**src/sv/trace_state_stack_channel_top_defines.svh**
```systemverilog
// assertion macros for the trace state stack channel
// used by trace_state_stack_channel_top; expects clk and rst in scope
`ifndef TRACE_STATE_STACK_CHANNEL_TOP_DEFINES_SVH
`define TRACE_STATE_STACK_CHANNEL_TOP_DEFINES_SVH
`ifndef NO_ASSERTIONS
// property that must hold at every edge outside reset
`define TSSC_ASSERT(lbl, prop, msg) \
  lbl: assert property (@(posedge clk) disable iff (rst) (prop)) else $error(msg);
// same-cycle implication
`define TSSC_ASSERT_IMPL(lbl, ante, cons, msg) \
  lbl: assert property (@(posedge clk) disable iff (rst) (ante) |-> (cons)) else $error(msg);
// next-cycle implication
`define TSSC_ASSERT_NEXT(lbl, ante, cons, msg) \
  lbl: assert property (@(posedge clk) disable iff (rst) (ante) |=> (cons)) else $error(msg);
`else
`define TSSC_ASSERT(lbl, prop, msg)
`define TSSC_ASSERT_IMPL(lbl, ante, cons, msg)
`define TSSC_ASSERT_NEXT(lbl, ante, cons, msg)
`endif
`endif

```
**src/sv/tssc_pkg.sv**
```systemverilog
// shared types and constants for the trace state stack channel
// no dependencies; used by tssc_core and trace_state_stack_channel_top
`timescale 1ns / 1ps

package tssc_pkg;

  localparam int STACK_DEPTH = 16;
  localparam int DEPTH_W     = $clog2(STACK_DEPTH + 1);
  localparam int STATE_W     = 15;
  localparam int VALUE_W     = 16;
  localparam int TS_W        = 63;
  localparam int TIME_W      = 64;
  localparam int ROW_W       = 16;
  localparam int CFG_IDX_W   = 3;
  localparam int CFG_DATA_W  = 16;

  // reset values of the configuration registers
  localparam logic [STATE_W-1:0] RST_BAD_STATE       = '0;
  localparam logic [STATE_W-1:0] RST_INITIAL_STATE   = '0;
  localparam logic               RST_INITIAL_ENABLED = 1'b1;
  localparam logic               RST_INITIAL_DIRTY   = 1'b0;
  localparam logic [ROW_W-1:0]   RST_TRACE_ROW       = '0;
  localparam logic [ROW_W-1:0]   RST_TRACE_TYPE      = '0;

  typedef enum logic [2:0] {
    ACT_ENABLE  = 3'd0,
    ACT_DISABLE = 3'd1,
    ACT_SET     = 3'd2,
    ACT_PUSH    = 3'd3,
    ACT_POP     = 3'd4,
    ACT_EVENT   = 3'd5,
    ACT_EMIT    = 3'd6
  } tssc_act_e;

  typedef enum logic [3:0] {
    ERR_OK          = 4'd0,
    ERR_DISABLED    = 4'd1,
    ERR_BAD_VALUE   = 4'd2,
    ERR_DIRTY       = 4'd3,
    ERR_REPEAT      = 4'd4,
    ERR_FULL        = 4'd5,
    ERR_EMPTY       = 4'd6,
    ERR_MISMATCH    = 4'd7,
    ERR_SAME_ENABLE = 4'd8,
    ERR_EV_DISABLED = 4'd9
  } tssc_err_e;

  typedef enum logic [2:0] {
    DIRTY_CLEAN  = 3'b001,
    DIRTY_ACTIVE = 3'b010,
    DIRTY_VALUE  = 3'b100
  } tssc_dirty_e;

  typedef enum logic [CFG_IDX_W-1:0] {
    CFG_BAD_STATE       = 3'd0,
    CFG_INITIAL_STATE   = 3'd1,
    CFG_INITIAL_ENABLED = 3'd2,
    CFG_INITIAL_DIRTY   = 3'd3,
    CFG_TRACE_ROW       = 3'd4,
    CFG_TRACE_TYPE      = 3'd5
  } tssc_cfg_idx_e;

  typedef enum logic [1:0] {
    SOP_NONE = 2'd0,
    SOP_SET  = 2'd1,
    SOP_PUSH = 2'd2,
    SOP_POP  = 2'd3
  } tssc_sop_e;

  typedef struct packed {
    logic [STATE_W-1:0] bad_state;
    logic [STATE_W-1:0] initial_state;
    logic               initial_enabled;
    logic               initial_dirty;
    logic [ROW_W-1:0]   trace_row;
    logic [ROW_W-1:0]   trace_type;
  } tssc_cfg_t;

  // all results of one item: an ack, one record, or two records
  typedef struct packed {
    logic               two;
    logic               is_record;
    tssc_err_e          err;
    logic [STATE_W-1:0] cur;
    logic [TIME_W-1:0]  t0;
    logic [STATE_W-1:0] s0;
    logic [TIME_W-1:0]  t1;
    logic [STATE_W-1:0] s1;
  } tssc_res_t;

endpackage

```
**src/sv/trace_state_stack_channel_top.sv**
```systemverilog
// Trace state stack channel, top level.
// Channels: in (action, state_value, timestamp) with in_valid/in_ready;
// out (is_record, error_code, current_state, record_*, last_result) with
// out_valid/out_ready; cfg (cfg_index, cfg_data) with cfg_valid/cfg_ready.
// An accepted beat is held in an input register and processed, once the
// result queue has room, in one pass against the channel state; its results
// are registered into a two-entry result queue, which drives the output.
// Every action gives one beat; an emit gives one or two beats, the last
// marked by last_result. One item per cycle is accepted while the receiver
// keeps up; a two-record emit holds the queue head until both its beats go.
// When the receiver stalls the queue absorbs two items, then the input
// register holds one more and in_ready drops.
// cfg_ready is high only while nothing is in flight: the input register and
// the result queue are empty. Writing initial_state, initial_enabled or
// initial_dirty reloads the channel.
// Reset (rst, synchronous) loads register defaults and the initial channel
// state, and empties the input register and the result queue.
// Depends on tssc_pkg, tssc_core and trace_state_stack_channel_top_defines.svh.
`timescale 1ns / 1ps
`include "trace_state_stack_channel_top_defines.svh"

module trace_state_stack_channel_top (
  input  logic                                 clk,
  input  logic                                 rst,
  // input channel
  input  logic                                 in_valid,
  output logic                                 in_ready,
  input  logic [2:0]                           action,
  input  logic signed [tssc_pkg::VALUE_W-1:0]  state_value,
  input  logic [tssc_pkg::TS_W-1:0]            timestamp,
  // output channel
  output logic                                 out_valid,
  input  logic                                 out_ready,
  output logic                                 is_record,
  output logic [3:0]                           error_code,
  output logic [tssc_pkg::STATE_W-1:0]         current_state,
  output logic signed [tssc_pkg::TIME_W-1:0]   record_time,
  output logic [tssc_pkg::STATE_W-1:0]         record_state,
  output logic [tssc_pkg::ROW_W-1:0]           record_row,
  output logic [tssc_pkg::ROW_W-1:0]           record_type,
  output logic                                 last_result,
  // configuration channel
  input  logic                                 cfg_valid,
  output logic                                 cfg_ready,
  input  logic [tssc_pkg::CFG_IDX_W-1:0]       cfg_index,
  input  logic [tssc_pkg::CFG_DATA_W-1:0]      cfg_data
);

  tssc_pkg::tssc_cfg_t cfg;
  tssc_pkg::tssc_cfg_t cfg_next;
  logic                cfg_wr;
  logic                reload;

  logic                              s1_valid;
  logic [2:0]                        s1_action;
  logic signed [tssc_pkg::VALUE_W-1:0] s1_value;
  logic [tssc_pkg::TS_W-1:0]         s1_ts;
  logic                              s1_fire;

  tssc_pkg::tssc_res_t core_res;
  tssc_pkg::tssc_res_t res_mem [2];
  tssc_pkg::tssc_res_t head;
  logic                out_wptr;
  logic                out_rptr;
  logic [1:0]          out_cnt;
  logic                out_sub;
  logic                out_beat;
  logic                out_pop;

  // configuration registers
  assign cfg_ready = !s1_valid && (out_cnt == 2'd0);
  assign cfg_wr    = cfg_valid && cfg_ready;
  assign reload    = cfg_wr && (cfg_index == tssc_pkg::CFG_INITIAL_STATE ||
                                cfg_index == tssc_pkg::CFG_INITIAL_ENABLED ||
                                cfg_index == tssc_pkg::CFG_INITIAL_DIRTY);

  always_comb begin
    cfg_next = cfg;
    if (rst) begin
      cfg_next.bad_state       = tssc_pkg::RST_BAD_STATE;
      cfg_next.initial_state   = tssc_pkg::RST_INITIAL_STATE;
      cfg_next.initial_enabled = tssc_pkg::RST_INITIAL_ENABLED;
      cfg_next.initial_dirty   = tssc_pkg::RST_INITIAL_DIRTY;
      cfg_next.trace_row       = tssc_pkg::RST_TRACE_ROW;
      cfg_next.trace_type      = tssc_pkg::RST_TRACE_TYPE;
    end else if (cfg_wr) begin
      case (tssc_pkg::tssc_cfg_idx_e'(cfg_index))
        tssc_pkg::CFG_BAD_STATE:
          cfg_next.bad_state = cfg_data[tssc_pkg::STATE_W-1:0];
        tssc_pkg::CFG_INITIAL_STATE:
          cfg_next.initial_state = cfg_data[tssc_pkg::STATE_W-1:0];
        tssc_pkg::CFG_INITIAL_ENABLED:
          cfg_next.initial_enabled = cfg_data[0];
        tssc_pkg::CFG_INITIAL_DIRTY:
          cfg_next.initial_dirty = cfg_data[0];
        tssc_pkg::CFG_TRACE_ROW:
          cfg_next.trace_row = cfg_data;
        tssc_pkg::CFG_TRACE_TYPE:
          cfg_next.trace_type = cfg_data;
        default: begin
        end
      endcase
    end
  end

  always_ff @(posedge clk) begin
    cfg <= cfg_next;
  end

  // input register
  assign s1_fire  = s1_valid && ((out_cnt < 2'd2) || out_pop);
  assign in_ready = !s1_valid || s1_fire;

  always_ff @(posedge clk) begin
    if (rst) begin
      s1_valid <= 1'b0;
    end else if (in_ready) begin
      s1_valid <= in_valid;
    end
  end

  always_ff @(posedge clk) begin
    if (in_valid && in_ready) begin
      s1_action <= action;
      s1_value  <= state_value;
      s1_ts     <= timestamp;
    end
  end

  tssc_core u_core (
    .clk         (clk),
    .rst         (rst),
    .reload      (reload),
    .ld          (cfg_next),
    .bad_state   (cfg.bad_state),
    .fire        (s1_fire),
    .action      (s1_action),
    .state_value (s1_value),
    .timestamp   (s1_ts),
    .res         (core_res)
  );

  // result queue, one entry per item
  assign head      = res_mem[out_rptr];
  assign out_valid = (out_cnt != 2'd0);
  assign out_beat  = out_valid && out_ready;
  assign out_pop   = out_beat && last_result;

  always_ff @(posedge clk) begin
    if (s1_fire) res_mem[out_wptr] <= core_res;
  end

  always_ff @(posedge clk) begin
    if (rst) begin
      out_wptr <= 1'b0;
      out_rptr <= 1'b0;
      out_cnt  <= 2'd0;
      out_sub  <= 1'b0;
    end else begin
      if (s1_fire) out_wptr <= !out_wptr;
      if (out_pop) out_rptr <= !out_rptr;
      if (out_beat) out_sub <= !last_result;
      out_cnt <= out_cnt + {1'b0, s1_fire} - {1'b0, out_pop};
    end
  end

  // output beat fields
  assign is_record     = head.is_record;
  assign error_code    = head.err;
  assign current_state = head.cur;
  assign record_time   = out_sub ? head.t1 : head.t0;
  assign record_state  = out_sub ? head.s1 : head.s0;
  assign record_row    = head.is_record ? cfg.trace_row : '0;
  assign record_type   = head.is_record ? cfg.trace_type : '0;
  assign last_result   = !head.two || out_sub;

  // checks
  `TSSC_ASSERT(a_queue_bound, out_cnt <= 2'd2, "result queue holds more than two items")
  `TSSC_ASSERT_NEXT(a_pair_second, out_beat && !last_result, out_valid && out_sub, "second record beat missing")
  `TSSC_ASSERT_IMPL(a_ack_empty, out_valid && !is_record, record_time == '0 && record_state == '0 && record_row == '0, "ack beat carries record data")

endmodule

```
**src/sv/tssc_core.sv**
```systemverilog
// channel state (state stack, flags, pending event, last emitted) and action logic
// depends on tssc_pkg; results of one item are formed in one pass
`timescale 1ns / 1ps

module tssc_core (
  input  logic                          clk,
  input  logic                          rst,
  input  logic                          reload,
  input  tssc_pkg::tssc_cfg_t           ld,
  input  logic [tssc_pkg::STATE_W-1:0]  bad_state,
  input  logic                          fire,
  input  logic [2:0]                    action,
  input  logic signed [tssc_pkg::VALUE_W-1:0] state_value,
  input  logic [tssc_pkg::TS_W-1:0]     timestamp,
  output tssc_pkg::tssc_res_t           res
);

  // stack kept with the top at entry zero so top and below sit at fixed places
  logic [tssc_pkg::STATE_W-1:0] stack [tssc_pkg::STACK_DEPTH];
  logic [tssc_pkg::DEPTH_W-1:0] depth;
  logic                         enabled;
  tssc_pkg::tssc_dirty_e        dirty;
  logic                         pv;
  logic [tssc_pkg::STATE_W-1:0] pe;
  logic [tssc_pkg::TS_W-1:0]    ct;
  logic                         lev;
  logic [tssc_pkg::STATE_W-1:0] le;

  logic [tssc_pkg::DEPTH_W-1:0] depth_next;
  logic                         enabled_next;
  tssc_pkg::tssc_dirty_e        dirty_next;
  logic                         pv_next;
  logic [tssc_pkg::STATE_W-1:0] pe_next;
  logic [tssc_pkg::TS_W-1:0]    ct_next;
  logic                         lev_next;
  logic [tssc_pkg::STATE_W-1:0] le_next;
  tssc_pkg::tssc_sop_e          sop;
  tssc_pkg::tssc_err_e          err;

  logic [tssc_pkg::STATE_W-1:0] v15;
  logic                         v_neg;
  logic                         v_pos;
  logic                         le_hit_v;
  logic [tssc_pkg::STATE_W-1:0] below;
  logic [tssc_pkg::STATE_W-1:0] top_st;
  logic [tssc_pkg::STATE_W-1:0] top_new;
  logic                         rec_ev;
  logic                         rec_st;
  logic [tssc_pkg::TIME_W-1:0]  t_st;
  logic [tssc_pkg::TIME_W-1:0]  t_ev;

  // operand decode
  assign v15      = state_value[tssc_pkg::STATE_W-1:0];
  assign v_neg    = state_value[tssc_pkg::VALUE_W-1];
  assign v_pos    = !v_neg && (state_value != '0);
  assign le_hit_v = lev && (le == v15);
  assign below    = (depth >= tssc_pkg::DEPTH_W'(2)) ? stack[1] : '0;
  assign top_st   = !enabled ? bad_state :
                    (depth == '0) ? '0 : stack[0];
  assign t_st     = {1'b0, ct};
  assign t_ev     = t_st - tssc_pkg::TIME_W'(1);

  // action decode and next state
  always_comb begin
    depth_next   = depth;
    enabled_next = enabled;
    dirty_next   = dirty;
    pv_next      = pv;
    pe_next      = pe;
    ct_next      = ct;
    lev_next     = lev;
    le_next      = le;
    sop          = tssc_pkg::SOP_NONE;
    err          = tssc_pkg::ERR_OK;
    rec_ev       = 1'b0;
    rec_st       = 1'b0;
    case (tssc_pkg::tssc_act_e'(action))
      tssc_pkg::ACT_ENABLE, tssc_pkg::ACT_DISABLE: begin
        if (enabled == (action == tssc_pkg::ACT_ENABLE)) begin
          err = tssc_pkg::ERR_SAME_ENABLE;
        end else begin
          enabled_next = (action == tssc_pkg::ACT_ENABLE);
          ct_next      = timestamp;
          if (dirty == tssc_pkg::DIRTY_CLEAN) dirty_next = tssc_pkg::DIRTY_ACTIVE;
        end
      end
      tssc_pkg::ACT_SET: begin
        if (!enabled) err = tssc_pkg::ERR_DISABLED;
        else if (v_neg) err = tssc_pkg::ERR_BAD_VALUE;
        else if (dirty != tssc_pkg::DIRTY_ACTIVE && le_hit_v) err = tssc_pkg::ERR_REPEAT;
        else begin
          sop     = tssc_pkg::SOP_SET;
          ct_next = timestamp;
          if (depth == '0) depth_next = tssc_pkg::DEPTH_W'(1);
          if (dirty == tssc_pkg::DIRTY_CLEAN) dirty_next = tssc_pkg::DIRTY_VALUE;
        end
      end
      tssc_pkg::ACT_PUSH: begin
        if (!enabled) err = tssc_pkg::ERR_DISABLED;
        else if (!v_pos) err = tssc_pkg::ERR_BAD_VALUE;
        else if (dirty != tssc_pkg::DIRTY_CLEAN) err = tssc_pkg::ERR_DIRTY;
        else if (le_hit_v) err = tssc_pkg::ERR_REPEAT;
        else if (depth >= tssc_pkg::DEPTH_W'(tssc_pkg::STACK_DEPTH)) err = tssc_pkg::ERR_FULL;
        else begin
          sop        = tssc_pkg::SOP_PUSH;
          depth_next = depth + tssc_pkg::DEPTH_W'(1);
          ct_next    = timestamp;
          dirty_next = tssc_pkg::DIRTY_VALUE;
        end
      end
      tssc_pkg::ACT_POP: begin
        if (!enabled) err = tssc_pkg::ERR_DISABLED;
        else if (dirty != tssc_pkg::DIRTY_CLEAN) err = tssc_pkg::ERR_DIRTY;
        else if (depth == '0) err = tssc_pkg::ERR_EMPTY;
        else if (!v_neg && stack[0] != v15) err = tssc_pkg::ERR_MISMATCH;
        else if (lev && le == below) err = tssc_pkg::ERR_REPEAT;
        else begin
          sop        = tssc_pkg::SOP_POP;
          depth_next = depth - tssc_pkg::DEPTH_W'(1);
          ct_next    = timestamp;
          dirty_next = tssc_pkg::DIRTY_VALUE;
        end
      end
      tssc_pkg::ACT_EVENT: begin
        if (!enabled) err = tssc_pkg::ERR_DISABLED;
        else if (dirty != tssc_pkg::DIRTY_CLEAN) err = tssc_pkg::ERR_DIRTY;
        else if (!v_pos) err = tssc_pkg::ERR_BAD_VALUE;
        else if (le_hit_v) err = tssc_pkg::ERR_REPEAT;
        else begin
          pv_next    = 1'b1;
          pe_next    = v15;
          ct_next    = timestamp;
          dirty_next = tssc_pkg::DIRTY_VALUE;
        end
      end
      tssc_pkg::ACT_EMIT: begin
        if (dirty == tssc_pkg::DIRTY_CLEAN) begin
          err = tssc_pkg::ERR_OK;
        end else if (!enabled) begin
          // disabled channel reports the bad state
          if (pv) err = tssc_pkg::ERR_EV_DISABLED;
          else if (dirty == tssc_pkg::DIRTY_VALUE && lev && le == top_st)
            err = tssc_pkg::ERR_REPEAT;
          else begin
            dirty_next = tssc_pkg::DIRTY_CLEAN;
            rec_st     = !lev || (le != top_st);
          end
        end else if (pv) begin
          // event one tick before the change, then the top
          if (dirty == tssc_pkg::DIRTY_VALUE && ((lev && le == pe) || pe == top_st))
            err = tssc_pkg::ERR_REPEAT;
          else begin
            dirty_next = tssc_pkg::DIRTY_CLEAN;
            pv_next    = 1'b0;
            rec_ev     = !lev || (le != pe);
            rec_st     = (pe != top_st);
          end
        end else begin
          if (dirty == tssc_pkg::DIRTY_VALUE && lev && le == top_st)
            err = tssc_pkg::ERR_REPEAT;
          else begin
            dirty_next = tssc_pkg::DIRTY_CLEAN;
            rec_st     = !lev || (le != top_st);
          end
        end
        if (rec_st) begin
          lev_next = 1'b1;
          le_next  = top_st;
        end else if (rec_ev) begin
          lev_next = 1'b1;
          le_next  = pe;
        end
      end
      default: begin
        err = tssc_pkg::ERR_OK;
      end
    endcase
  end

  // current state after the action
  always_comb begin
    if (!enabled_next) begin
      top_new = bad_state;
    end else if (depth_next == '0) begin
      top_new = '0;
    end else begin
      case (sop)
        tssc_pkg::SOP_SET, tssc_pkg::SOP_PUSH: top_new = v15;
        tssc_pkg::SOP_POP:                     top_new = stack[1];
        default:                               top_new = stack[0];
      endcase
    end
  end

  // result pair
  always_comb begin
    res.two       = rec_ev && rec_st;
    res.is_record = rec_ev || rec_st;
    res.err       = err;
    res.cur       = top_new;
    res.t0        = rec_ev ? t_ev : (rec_st ? t_st : '0);
    res.s0        = rec_ev ? pe : (rec_st ? top_st : '0);
    res.t1        = t_st;
    res.s1        = top_st;
  end

  // state update
  always_ff @(posedge clk) begin
    if (rst || reload) begin
      stack[0] <= ld.initial_state;
      depth    <= tssc_pkg::DEPTH_W'(1);
      enabled  <= ld.initial_enabled;
      dirty    <= ld.initial_dirty ? tssc_pkg::DIRTY_ACTIVE : tssc_pkg::DIRTY_CLEAN;
      pv       <= 1'b0;
      pe       <= '0;
      ct       <= '0;
      lev      <= 1'b0;
      le       <= '0;
    end else if (fire) begin
      depth   <= depth_next;
      enabled <= enabled_next;
      dirty   <= dirty_next;
      pv      <= pv_next;
      pe      <= pe_next;
      ct      <= ct_next;
      lev     <= lev_next;
      le      <= le_next;
      case (sop)
        tssc_pkg::SOP_SET: begin
          stack[0] <= v15;
        end
        tssc_pkg::SOP_PUSH: begin
          stack[0] <= v15;
          for (int i = 1; i < tssc_pkg::STACK_DEPTH; i++) stack[i] <= stack[i-1];
        end
        tssc_pkg::SOP_POP: begin
          for (int i = 0; i < tssc_pkg::STACK_DEPTH - 1; i++) stack[i] <= stack[i+1];
        end
        default: begin
        end
      endcase
    end
  end

endmodule

```
**config.mk**
```make
export PLATFORM = sky130hd
export DESIGN_NAME = trace_state_stack_channel_top
export DESIGN_NICKNAME = d
export VERILOG_FILES = /design/src/sv/tssc_pkg.sv /design/src/sv/trace_state_stack_channel_top.sv /design/src/sv/tssc_core.sv
export VERILOG_INCLUDE_DIRS = /design/src /design/src/sv
export SDC_FILE = /design/constraint.sdc
export NUM_CORES = 1
export LEC_CHECK = 0
export ABC_CLOCK_PERIOD_IN_PS = 11000
export BUFFER_PORTS_ARGS = -buffer_cell sky130_fd_sc_hd__buf_4
export CORE_ASPECT_RATIO = 0.8
export CORE_UTILIZATION = 50
export CTS_BUF_LIST = sky130_fd_sc_hd__clkbuf_4
export CTS_CLUSTER_SIZE = 28
export DETAILED_ROUTE_END_ITERATION = 10
export GPL_ROUTABILITY_DRIVEN = 0
export PLACE_DENSITY_LB_ADDON = 0.08
export SYNTH_ARGS = -nofsm -noshare
export SYNTH_HDL_FRONTEND = slang
export SYNTH_SLANG_ARGS = --single-unit
```
**constraint.sdc**
```tcl
create_clock -name clk -period 11 [get_ports clk]
set_clock_uncertainty 0.1 [all_clocks]
set_input_delay 1.1 -clock clk [delete_from_list [all_inputs] [get_ports clk]]
set_output_delay 1.1 -clock clk [all_outputs]
set_load 0.01 [all_outputs]
```
# ---- Word-level counts from Yosys, hierarchy flattened
# Memory sizes are Yosys's and may differ from the RTL's. A register that Yosys moved wholly into a read port is not among the register bits.
# Cells that the tools add are included.
dict set report word_totals {
  n_memories 2
  inputBits 106
  output_inout_bits 135
  wordCells 368
  ramBits 596
  regBits 256
}
# memory words word_bits rd rd_ports_with_merged_regs wr line
set mem_list {}
lappend mem_list {res_mem 2 178 1 1 1 trace_state_stack_channel_top.sv:61} ;# tssc_pkg::tssc_res_t res_mem [2];
lappend mem_list {u_core.stack 16 15 16 0 16 tssc_core.sv:19} ;# logic [tssc_pkg::STATE_W-1:0] stack [tssc_pkg::STACK_DEPTH];
dict set report classes {
  mux 190
  reduce_logical 56
  n_addsub 5
  eq_ne 71
  magnitude_cmp 3
  bitwise 19
}
# operator count
set op_table {}
lappend op_table {{$mux W63} 19}
lappend op_table {{$mux W15} 28}
lappend op_table {{$pmux W63 S5} 1}
lappend op_table {{$mux W64} 2}
lappend op_table {{$mux W3} 35}
lappend op_table {{$mux W49} 2}
lappend op_table {{$eq A15 B15 Y1} 5}
lappend op_table {{$mux W5} 14}
lappend op_table {{$mux W4} 17}
lappend op_table {{$mux W16} 4}
lappend op_table {{$sub A63 B1 Y64 const B} 1}
lappend op_table {{$ne A15 B15 Y1} 4}
lappend op_table {{$mux W1} 49}
lappend op_table {{$ne A3 B3 Y1 const B} 12}
lappend op_table {{$pmux W15 S2} 1}
lappend op_table {{$ne A3 B1 Y1 const B} 9}
lappend op_table {{$mux W2} 13}
lappend op_table {{$ne A2 B2 Y1 const B} 13}
lappend op_table {{$reduce_and A25 Y1} 1}
lappend op_table {{$pmux W4 S6} 1}
lappend op_table {{$reduce_and A20 Y1} 1}
lappend op_table {{$eq A3 B3 Y1 const B} 6}
lappend op_table {{$pmux W3 S6} 1}
lappend op_table {{$logic_and A1 B1 Y1} 17}
lappend op_table {{other kinds (35)} 88}

# ---- Logic depth before layout (Yosys ltp)
# Gate-level depths: netlist of run 1.
dict set report depth {
  ltp_word 18
  ltp_mapped 20
  depth_no_buf 18
}

# ---- By module
# From an unflattened synthesis of run 1, not the netlist that was laid out.
dict set report hier_totals {
  hier_cells 2712
  hier_area_um2 37494.7
}
# mod area_per_inst_um2 cells_per_inst seq_area_each_um2 instances
set by_module_without_submodules {}
lappend by_module_without_submodules {tssc_core 19164.6 1836 9328.9 1}
lappend by_module_without_submodules {trace_state_stack_channel_top 18330.1 876 14634.0 1}

# ---- Worst setup path after synthesis of run 1
# Ideal clock, no wire load.
dict set report synth_timing {
  path_kind {input to register}
  startpoint {input out_ready}
  endpoint {memory res_mem[0][0] (netlist name) (enable)}
  cell_stages 4
  t_arrival_ns 8.734
  t_required_ns 10.180
  n_path_buf 0
  setup_slack_ns 1.446
  cell_sequence {nand2_1 -> nand2_1 -> nand2_1 -> nor2_1}
}
dict set report synth_between {
  elab_chain_len 6
}
# element line
set synth_lines {}
lappend synth_lines {{start: declaration} trace_state_stack_channel_top.sv:33} ;# input logic out_ready,
lappend synth_lines {{$logic_and A1 B1 Y1} trace_state_stack_channel_top.sv:146} ;# assign out_beat = out_valid && out_ready;
lappend synth_lines {{$logic_and A1 B1 Y1} trace_state_stack_channel_top.sv:147} ;# assign out_pop = out_beat && last_result;
lappend synth_lines {{$logic_or A1 B1 Y1} trace_state_stack_channel_top.sv:111} ;# assign s1_fire = s1_valid && ((out_cnt < 2'd2) || out_pop);
lappend synth_lines {{$logic_and A1 B1 Y1} trace_state_stack_channel_top.sv:111}
lappend synth_lines {{$mux W1} trace_state_stack_channel_top.sv:150} ;# if (s1_fire) res_mem[out_wptr] <= core_res;
lappend synth_lines {{$mux W1 (not written as such)} trace_state_stack_channel_top.sv:150}
lappend synth_lines {{end: declaration} trace_state_stack_channel_top.sv:61}
# Every way passes these cells.

==> results of run 1 <==
per-stage QoR:
step | setup slack (ns) | total power [mW] | cells | hold slack [ns] | util (%)
after floorplan | 1.45 | 4.67 | 2631 | 0.320 | -
after CTS | 5.27 | 8.00 | 4068 | 0.000247 | 58.5
after global routing | 4.72 | 8.26 | 4071 | 0.0463 | 58.5
after global placement | 5.59 | 5.16 | 3661 | 0.331 | 54.3
final | 5.10 | 7.89 | 4071 | 0.154 | 58.5
after detailed placement | 5.30 | 5.18 | 3661 | 0.333 | 54.3
critical path: cells and delay by family (launching register included):
| family | cells | cell delay [ns] |
|---|---|---|
| fa+ha+maj | 2 | 0.86 |
| compound gates | 2 | 0.62 |
| flops | 1 | 0.42 |
| buf+inv | 2 | 0.82 |
| simple gates | 7 | 2.42 |
cell type report:
| type | count | area, µm² |
|---|---|---|
| Multi-Input combinational cell | 1552 | 12000 |
| Fill cell | 5930 | 30000 |
| Sequential cell | 853 | 23900 |
| Clock buffer | 345 | 2590 |
| Inverter | 44 | 165 |
| Clock inverter | 48 | 338 |
| Timing Repair Buffer | 281 | 2180 |
| Tap cell | 945 | 1180 |
| Antenna cell | 3 | 7.51 |
per-layer routing:
metal  track usage [%]  up-vias
li1                  -    10800
met1              33.7    11600
met2              35.2      773
met3              4.76      156
met4              8.88        0
met5                 0        -
where the power goes:
part / internal, mW / switching [mW]
clock: 1.51 / 1.27
combinational: 0.535 / 0.740
sequential: 3.70 / 0.129
total: 5.75 / 2.14
cells in the mapped netlist, drive strengths merged, types with 30 or more instances:
library cell	count	area, µm²
mux2i	97	971
mux4	78	1760
inv	43	161
edfxtp	682	20500
nand2	284	1070
a21oi	148	752
o21ai	57	289
buf	33	153
xnor2	47	412
xor2	30	263
clkbuf	149	563
mux2	229	2580
nor2	145	552
dfxtp	171	3420
nor2b	53	332
final timing paths:
kind,startpoint,endpoint,slack [ns],depth (start not counted)
max,u_core.depth[0]$_SDFFE_PN1P_,u_core.stack[4][0]$_DFFE_PP_,5.10,13
min,timestamp[45],s1_ts[45]$_DFFE_PP_,0.15,1
max reg2reg,u_core.depth[0]$_SDFFE_PN1P_,u_core.stack[4][0]$_DFFE_PP_,5.10,13
min reg2reg,u_core.stack[7][5]$_DFFE_PP_,u_core.stack[7][20]$_DFFE_PP_,0.32,0
what timing repair did:
item | in CTS | in global routing
endpoints found under the hold margin | 14 | 0
setup buffers | 0 | 0
hold buffers | 14 | 0
registers in the layout (all words and copies together), names as in the netlist, 2 cells and up, named ones only:
register,count
s1_action,3
cfg,64
res_mem,356
out_cnt,2
u_core.ct,63
u_core.le,15
u_core.depth,5
u_core.dirty,3
s1_ts,63
u_core.stack,240
u_core.pe,15
s1_value,16
layout by cell type (no fill, tap or decap), types with 13 or more instances in the layout:
cell type / instances
nor2_1: 143
mux2i_1: 96
nand2_1: 284
dfxtp_1: 169
o21ai_0: 52
or4_1: 13
o31ai_1: 23
nor4_1: 26
xnor2_1: 47
inv_1: 42
nor2b_1: 53
edfxtp_1: 682
o211ai_1: 23
o2bb2ai_1: 22
dlygate4sd3_1: 14
nor3_1: 24
mux4_2: 78
nand3_1: 23
or3_1: 20
clkinv_1: 34
xor2_1: 30
clkbuf_4: 345
buf_4: 264
nand4_1: 20
a22oi_1: 15
a21oi_1: 147
mux2_2: 229
cell families after synthesis:
family | Yosys count | share of synthesized area (%)
buffers and inverters | 226 | 2.40
multiplexers | 404 | 14.5
AND/OR/NAND/NOR | 673 | 8.77
XOR/XNOR | 77 | 1.84
flip-flops | 853 | 65.2
adder cells (fa/ha/maj) | 11 | 0.375
AO/OA/AOI/OAI | 387 | 6.94
==> key figures, run 1 <==
Placement
  • DP Area: 39,300 µm²
  • IO Port Bufs: 240
  • Hpwl dp: 55.2 mm

STA
  • Tcrit/Tclk final: 53.7%
  • Final Hold Violating Endpoints: 0
  • Max-slew violation count: 0
  • Max Fclk: 169 MHz
  • # setup viols final: 0
  • Post-route setup TNS: 0 ns
  • Slew HR: 12.0%
  • RSZ-0062 raised after global routing: no
  • Min cycle time layout: 5.90 ns
  • Least-Margin Pin Slew: 1.32 ns

Floorplan
  • Die height: 244 µm
  • CORE AREA: 72,300 µm²
  • # rows: 88
  • Starting density of the core: 50.7%
  • # IOs: 241
  • Die Area: 74,400 µm²
  • Die W: 305 µm

Worst setup path
  • Worst path max stage delay: 0.68 ns
  • CP Class: flip-flop to flip-flop
  • Worst path slowest cell: buf_12
  • CP most frequent cell: ha_1
  • CP max FO: 201
  • CP Cell Sequence: inv_1, ha_1, or3_1, nor3_1, nor4_1, o2111ai_1, and2_1, nand3_1, o21ai_0, ha_1, and3_4, or2_4, buf_12
  • Worst EP required: 11.51 ns
  • Kind of end point of the critical path: flip-flop
  • Startpoint Class: flip-flop
  • Critical path arrival: 6.41 ns

Yosys
  • Netlist Area Pre-Place: 36,700 µm²
  • Syn Nets: 2,748
  • Top_reg_cell synth: edfxtp_1
  • Gate Count Post-Synth: 2,631
  • Synth unique cells: 88
  • Mean Syn Cell Area: 13.9 µm²
  • Number of flops mapped to enable cells by yosys: 682
  • Yosys warns: 0
  • Number of synthesized register bits: 853
  • Ys async rst share: 0%
  • Register area share after synthesis: 65.2%

Finish
  • Nets: 3,059
  • Share of layout cells above drive strength 1: 31.3%
  • Finished Cell Area: 42,400 µm²
  • Syn-to-layout area delta: 15.5%

Route
  • Vias post-DR: 23.3k
  • Final wirelength: 86.9 mm
  • Residual DRC count: 0
  • Starting DRT DRC Count: 2,045
  • DR top layer: met4
  • Routed met1 length: 39.6 mm
  • Post-route ant nets: 0
  • Pre-antenna DRT Iters: 9
  • Via density: 5.72
  • Routed len/inst: 21.4 µm
  • Metal3 WL: 5.20 mm
  • Routed length on met2: 40.1 mm

Clock tree
  • Clk buf depth: 3
  • CTS clk-pin slew, worst paths: 0.07 ns
  • Worst skew pair latency: 1.06 ns
  • # clock sinks: 853
  • CTS HTree Levels: 4
  • CTS root buffer: clkbuf_4
  • Number of buffers created by CTS: 210
  • Post-CTS resize count: 0
  • TritonCTS clock tree: built

GRT
  • Vias in the first global route: 23.1k
  • Wire length of the first global-routing pass: 135 mm
  • Initial antenna violation count: 2
  • GRT Resource Usage Total: 23.4%
  • Largest net degree at the start of global routing: 202
  • Grt total ovfl: 0

Pwr
  • Pwr dens: 186 nW/µm²
  • Leak Pwr: 14.1 nW
  • Worst IR drop on VDD: 0.268 mV

Hold path
  • Hold Path Class: input pin to flip-flop

Flow run
  • Maxcap violations: 0

Status
  • Status: completed
Power figures use the tool's default switching activity.
==> run 2, diff against run 1 <==
Settings changed: ABC_AREA set to 1, ABC_CLOCK_PERIOD_IN_PS 11000 to 4800.
Clock period 11 ns to 4.8 ns, I/O delays scaled along.
==> key figures, run 2 <==
Yosys
  • Synth area leader: edfxtp_1
  • Most common cell in the netlist: nand2_1
  • Ys async rst share: 0% (unchanged)
  • Syn Nets: 4,002 (+46%)
  • Yosys top cell area share: 53.6% (-2.3 points)
  • Register area share after synthesis: 62.5% (-2.7 points)
  • Number of synthesized register bits: 853 (unchanged)
  • Synth cell count leaders: nand2_1, edfxtp_1, nor2_1
  • Synth unique cells: 51 (-42%)
  • Number of flops mapped to enable cells by yosys: 682 (unchanged)
  • Top cells by area, synth: edfxtp_1, dfxtp_1, nand2_1
  • Mean Syn Cell Area: 9.84 µm² (-29%)
  • Netlist Area Pre-Place: 38,200 µm² (+4.3%)
  • Top_reg_cell synth: edfxtp_1
  • Gate Count Post-Synth: 3,885 (+48%)
  • Yosys warns: 0 (unchanged)

Floorplan
  • Die W: 311 µm (+2.1%)
  • Die height: 249 µm (+2.1%)
  • CORE AREA: 75,600 µm² (+4.5%)
  • Starting density of the core: 50.6% (-0.075 points)
  • # IOs: 241 (unchanged)
  • # rows: 90 (+2.3%)
  • Die Area: 77,600 µm² (+4.3%)

Worst setup path
  • CP max FO: 30 (-85%)
  • Worst path max stage delay: 0.46 ns (-0.22 ns)
  • Kind of end point of the critical path: flip-flop
  • CP most frequent cell: nand2_1
  • Worst EP required: 5.59 ns (-5.92 ns)
  • Worst path slowest cell: nand3_2
  • Critical path arrival: 5.23 ns (-1.18 ns)
  • Startpoint Class: flip-flop
  • CP Cell Sequence: inv_1, ha_1, nor2_1, nand3_2, nand2_1, nand2_1, nand2_1, nor2_1, nand2_1, nor2_1, nand2_2, nand2_1, nor2_1, nand3_1, nand2_1, inv_1, ha_1, inv_1, a221oi_1, a211oi_1, nand2_1, nand2_1
  • CP Class: flip-flop to flip-flop

STA
  • Final Worst Setup Slack: 0.360 ns (-4.74 ns)
  • Post-route setup TNS: 0 ns (unchanged)
  • RSZ-0062 raised after global routing: no
  • Min cycle time layout: 4.44 ns (-1.46 ns)
  • Slew HR: 30.7% (+19 points)
  • Max-slew violation count: 0 (unchanged)
  • Max Fclk: 225 MHz (+33%)
  • Final Hold Violating Endpoints: 0 (unchanged)
  • Tcrit/Tclk final: 92.5% (+39 points)
  • # setup viols final: 0 (unchanged)
  • Least-Margin Pin Slew: 1.03 ns (-0.293 ns)

Route
  • Routed len/inst: 19.3 µm (-9.6%)
  • Routed length on met2: 44.8 mm (+12%)
  • Pre-antenna DRT Iters: 6 (-3)
  • Residual DRC count: 0 (unchanged)
  • Vias post-DR: 30.4k (+31%)
  • Final wirelength: 108 mm (+24%)
  • Metal3 WL: 10.0 mm (+93%)
  • Routed met1 length: 50.8 mm (+28%)
  • Starting DRT DRC Count: 3,323 (+62%)
  • Via density: 5.44 (-5.0%)
  • DR top layer: met4
  • Post-route ant nets: 0 (unchanged)

Clock tree
  • CTS HTree Levels: 4 (unchanged)
  • Worst skew pair latency: 1.09 ns (+0.03 ns)
  • Clk buf depth: 3 (unchanged)
  • Number of buffers created by CTS: 206 (-1.9%)
  • # clock sinks: 853 (unchanged)
  • TritonCTS clock tree: built
  • CTS clk-pin slew, worst paths: 0.08 ns (about the same)
  • CTS root buffer: clkbuf_4

Finish
  • Syn-to-layout area delta: 20.3%
  • Most common cell after layout, fill and taps aside: nand2_1
  • Nets: 4,534 (+48%)
  • Largest register FFs: 356 (unchanged)
  • Top flop regs: res_mem (356), u_core.stack (240), cfg (64)
  • Share of layout cells above drive strength 1: 17.6% (-14 points)
  • Final core occ: 60.9% (+2.3 points)
  • Most frequent cells in the layout: nand2_1, edfxtp_1, nor2_1
  • Largest Register: res_mem

GRT
  • Vias in the first global route: 28.2k (+22%)
  • Wire length of the first global-routing pass: 166 mm (+23%)
  • GRT Resource Usage Total: 27.6% (+4.2 points)
  • Largest net degree at the start of global routing: 178 (-12%)
  • Initial antenna violation count: 2 (unchanged)
  • Grt total ovfl: 0 (unchanged)

Status
  • Status: completed

Placement
  • Hpwl dp: 72.1 mm (+31%)
  • IO Port Bufs: 240 (unchanged)
  • Pre-CTS setup slack: 0.342 ns (-4.96 ns)

Pwr
  • Worst IR drop on VDD: 0.264 mV (-1.5%)
  • Leak Pwr: 18.7 nW (+32%)
  • Total power: 19.8 mW (+150%)
  • Pwr dens: 431 nW/µm² (+130%)

Flow run
  • Maxcap violations: 0 (unchanged)

Hold path
  • Hold Path Class: input pin to flip-flop
## run 2: cell types whose count changed in the layout (fill, tap and decap cells not counted), moves of 96 or more
cell | before | now
o21ai_0 | 52 | 440
nand3_1 | 23 | 176
inv_1 | 42 | 284
nor2_1 | 143 | 675
mux2_2 | 229 | 89
mux2i_1 | 96 | 0
nand2_1 | 284 | 714
dlygate4sd3_1 | 14 | 206
## run 2: what timing repair did
| action | CTS | global route |
|---|---|---|
| endpoints found under the hold margin | 202 | 0 |
| buffers inserted | 0 | 0 |
| setup endpoints to repair | 0 | 27 |
| resized for setup | 0 | 2 |
| hold buffers | 206 | 0 |
## run 2: worst max-delay path, delay by kind of cell (launching register included)
| family | cells | cell delay, ns |
|---|---|---|
| DFF | 1 | 0.44 |
| and+or+nand+nor | 15 | 2.06 |
| AOI/OAI and AO/OA | 2 | 0.51 |
| adders and majority gates | 2 | 0.56 |
| buffers and inverters | 3 | 0.55 |
## run 2: path summary, 6_finish.rpt
check,start,endpoint,slack [ns],depth (start not counted)
worst max-delay path,u_core.depth[0]$_SDFFE_PN1P_,res_mem[0][168]$_DFFE_PP_,0.36,22
worst min-delay path,rst,out_cnt[0]$_SDFF_PP0_,0.13,3
worst max register to register,u_core.depth[0]$_SDFFE_PN1P_,res_mem[0][168]$_DFFE_PP_,0.36,22
worst min register to register,cfg[3]$_SDFFE_PP0P_,cfg[3]$_SDFFE_PP0P_,0.35,2
## run 2: cell families (layout without fill, tap and decap cells)
family,Yosys count,count (layout),synth area share [%]
flops,853,853,62.5
fa+ha+maj,11,11,0.360
buf+inv,488,1180,5.26
mux,89,89,2.62
other cells,0,2,0
compound gates,694,694,9.90
xor+xnor,33,33,0.756
simple gates,1717,1717,18.6
## run 2: power breakdown
group,internal (mW),total [mW],switching [mW]
sequential,8.57,8.92,0.343
combinational,1.62,4.79,3.16
clock,3.18,6.10,2.92
## run 2: layer usage
metal,GRT usage (%),vias to the layer above
li1,-,14600
met1,42.4,14300
met2,38.3,1339
met3,6.61,193
met4,8.66,0
met5,0,-
## run 2: cell type report
type / count / area [µm²]
fillers: 6559 / 29600
flip-flops and latches: 853 / 23900
multi-input cells: 2544 / 12400
repair buffers: 509 / 4590
clock buffers: 319 / 2390
well taps: 1012 / 1270
inverters: 303 / 1140
clock inverters: 49 / 302
diodes: 2 / 5.00
## run 2: per-stage QoR
step                instance area (µm²)  std cells  hold slack (ns)
finish                            46000       5591            0.132
global route                      46000       5591           0.0706
CTS                               46000       5589           0.0366
detailed placement                41200       5015            0.336
global placement                  41200       5015            0.331
floorplan                         38300       3885            0.326
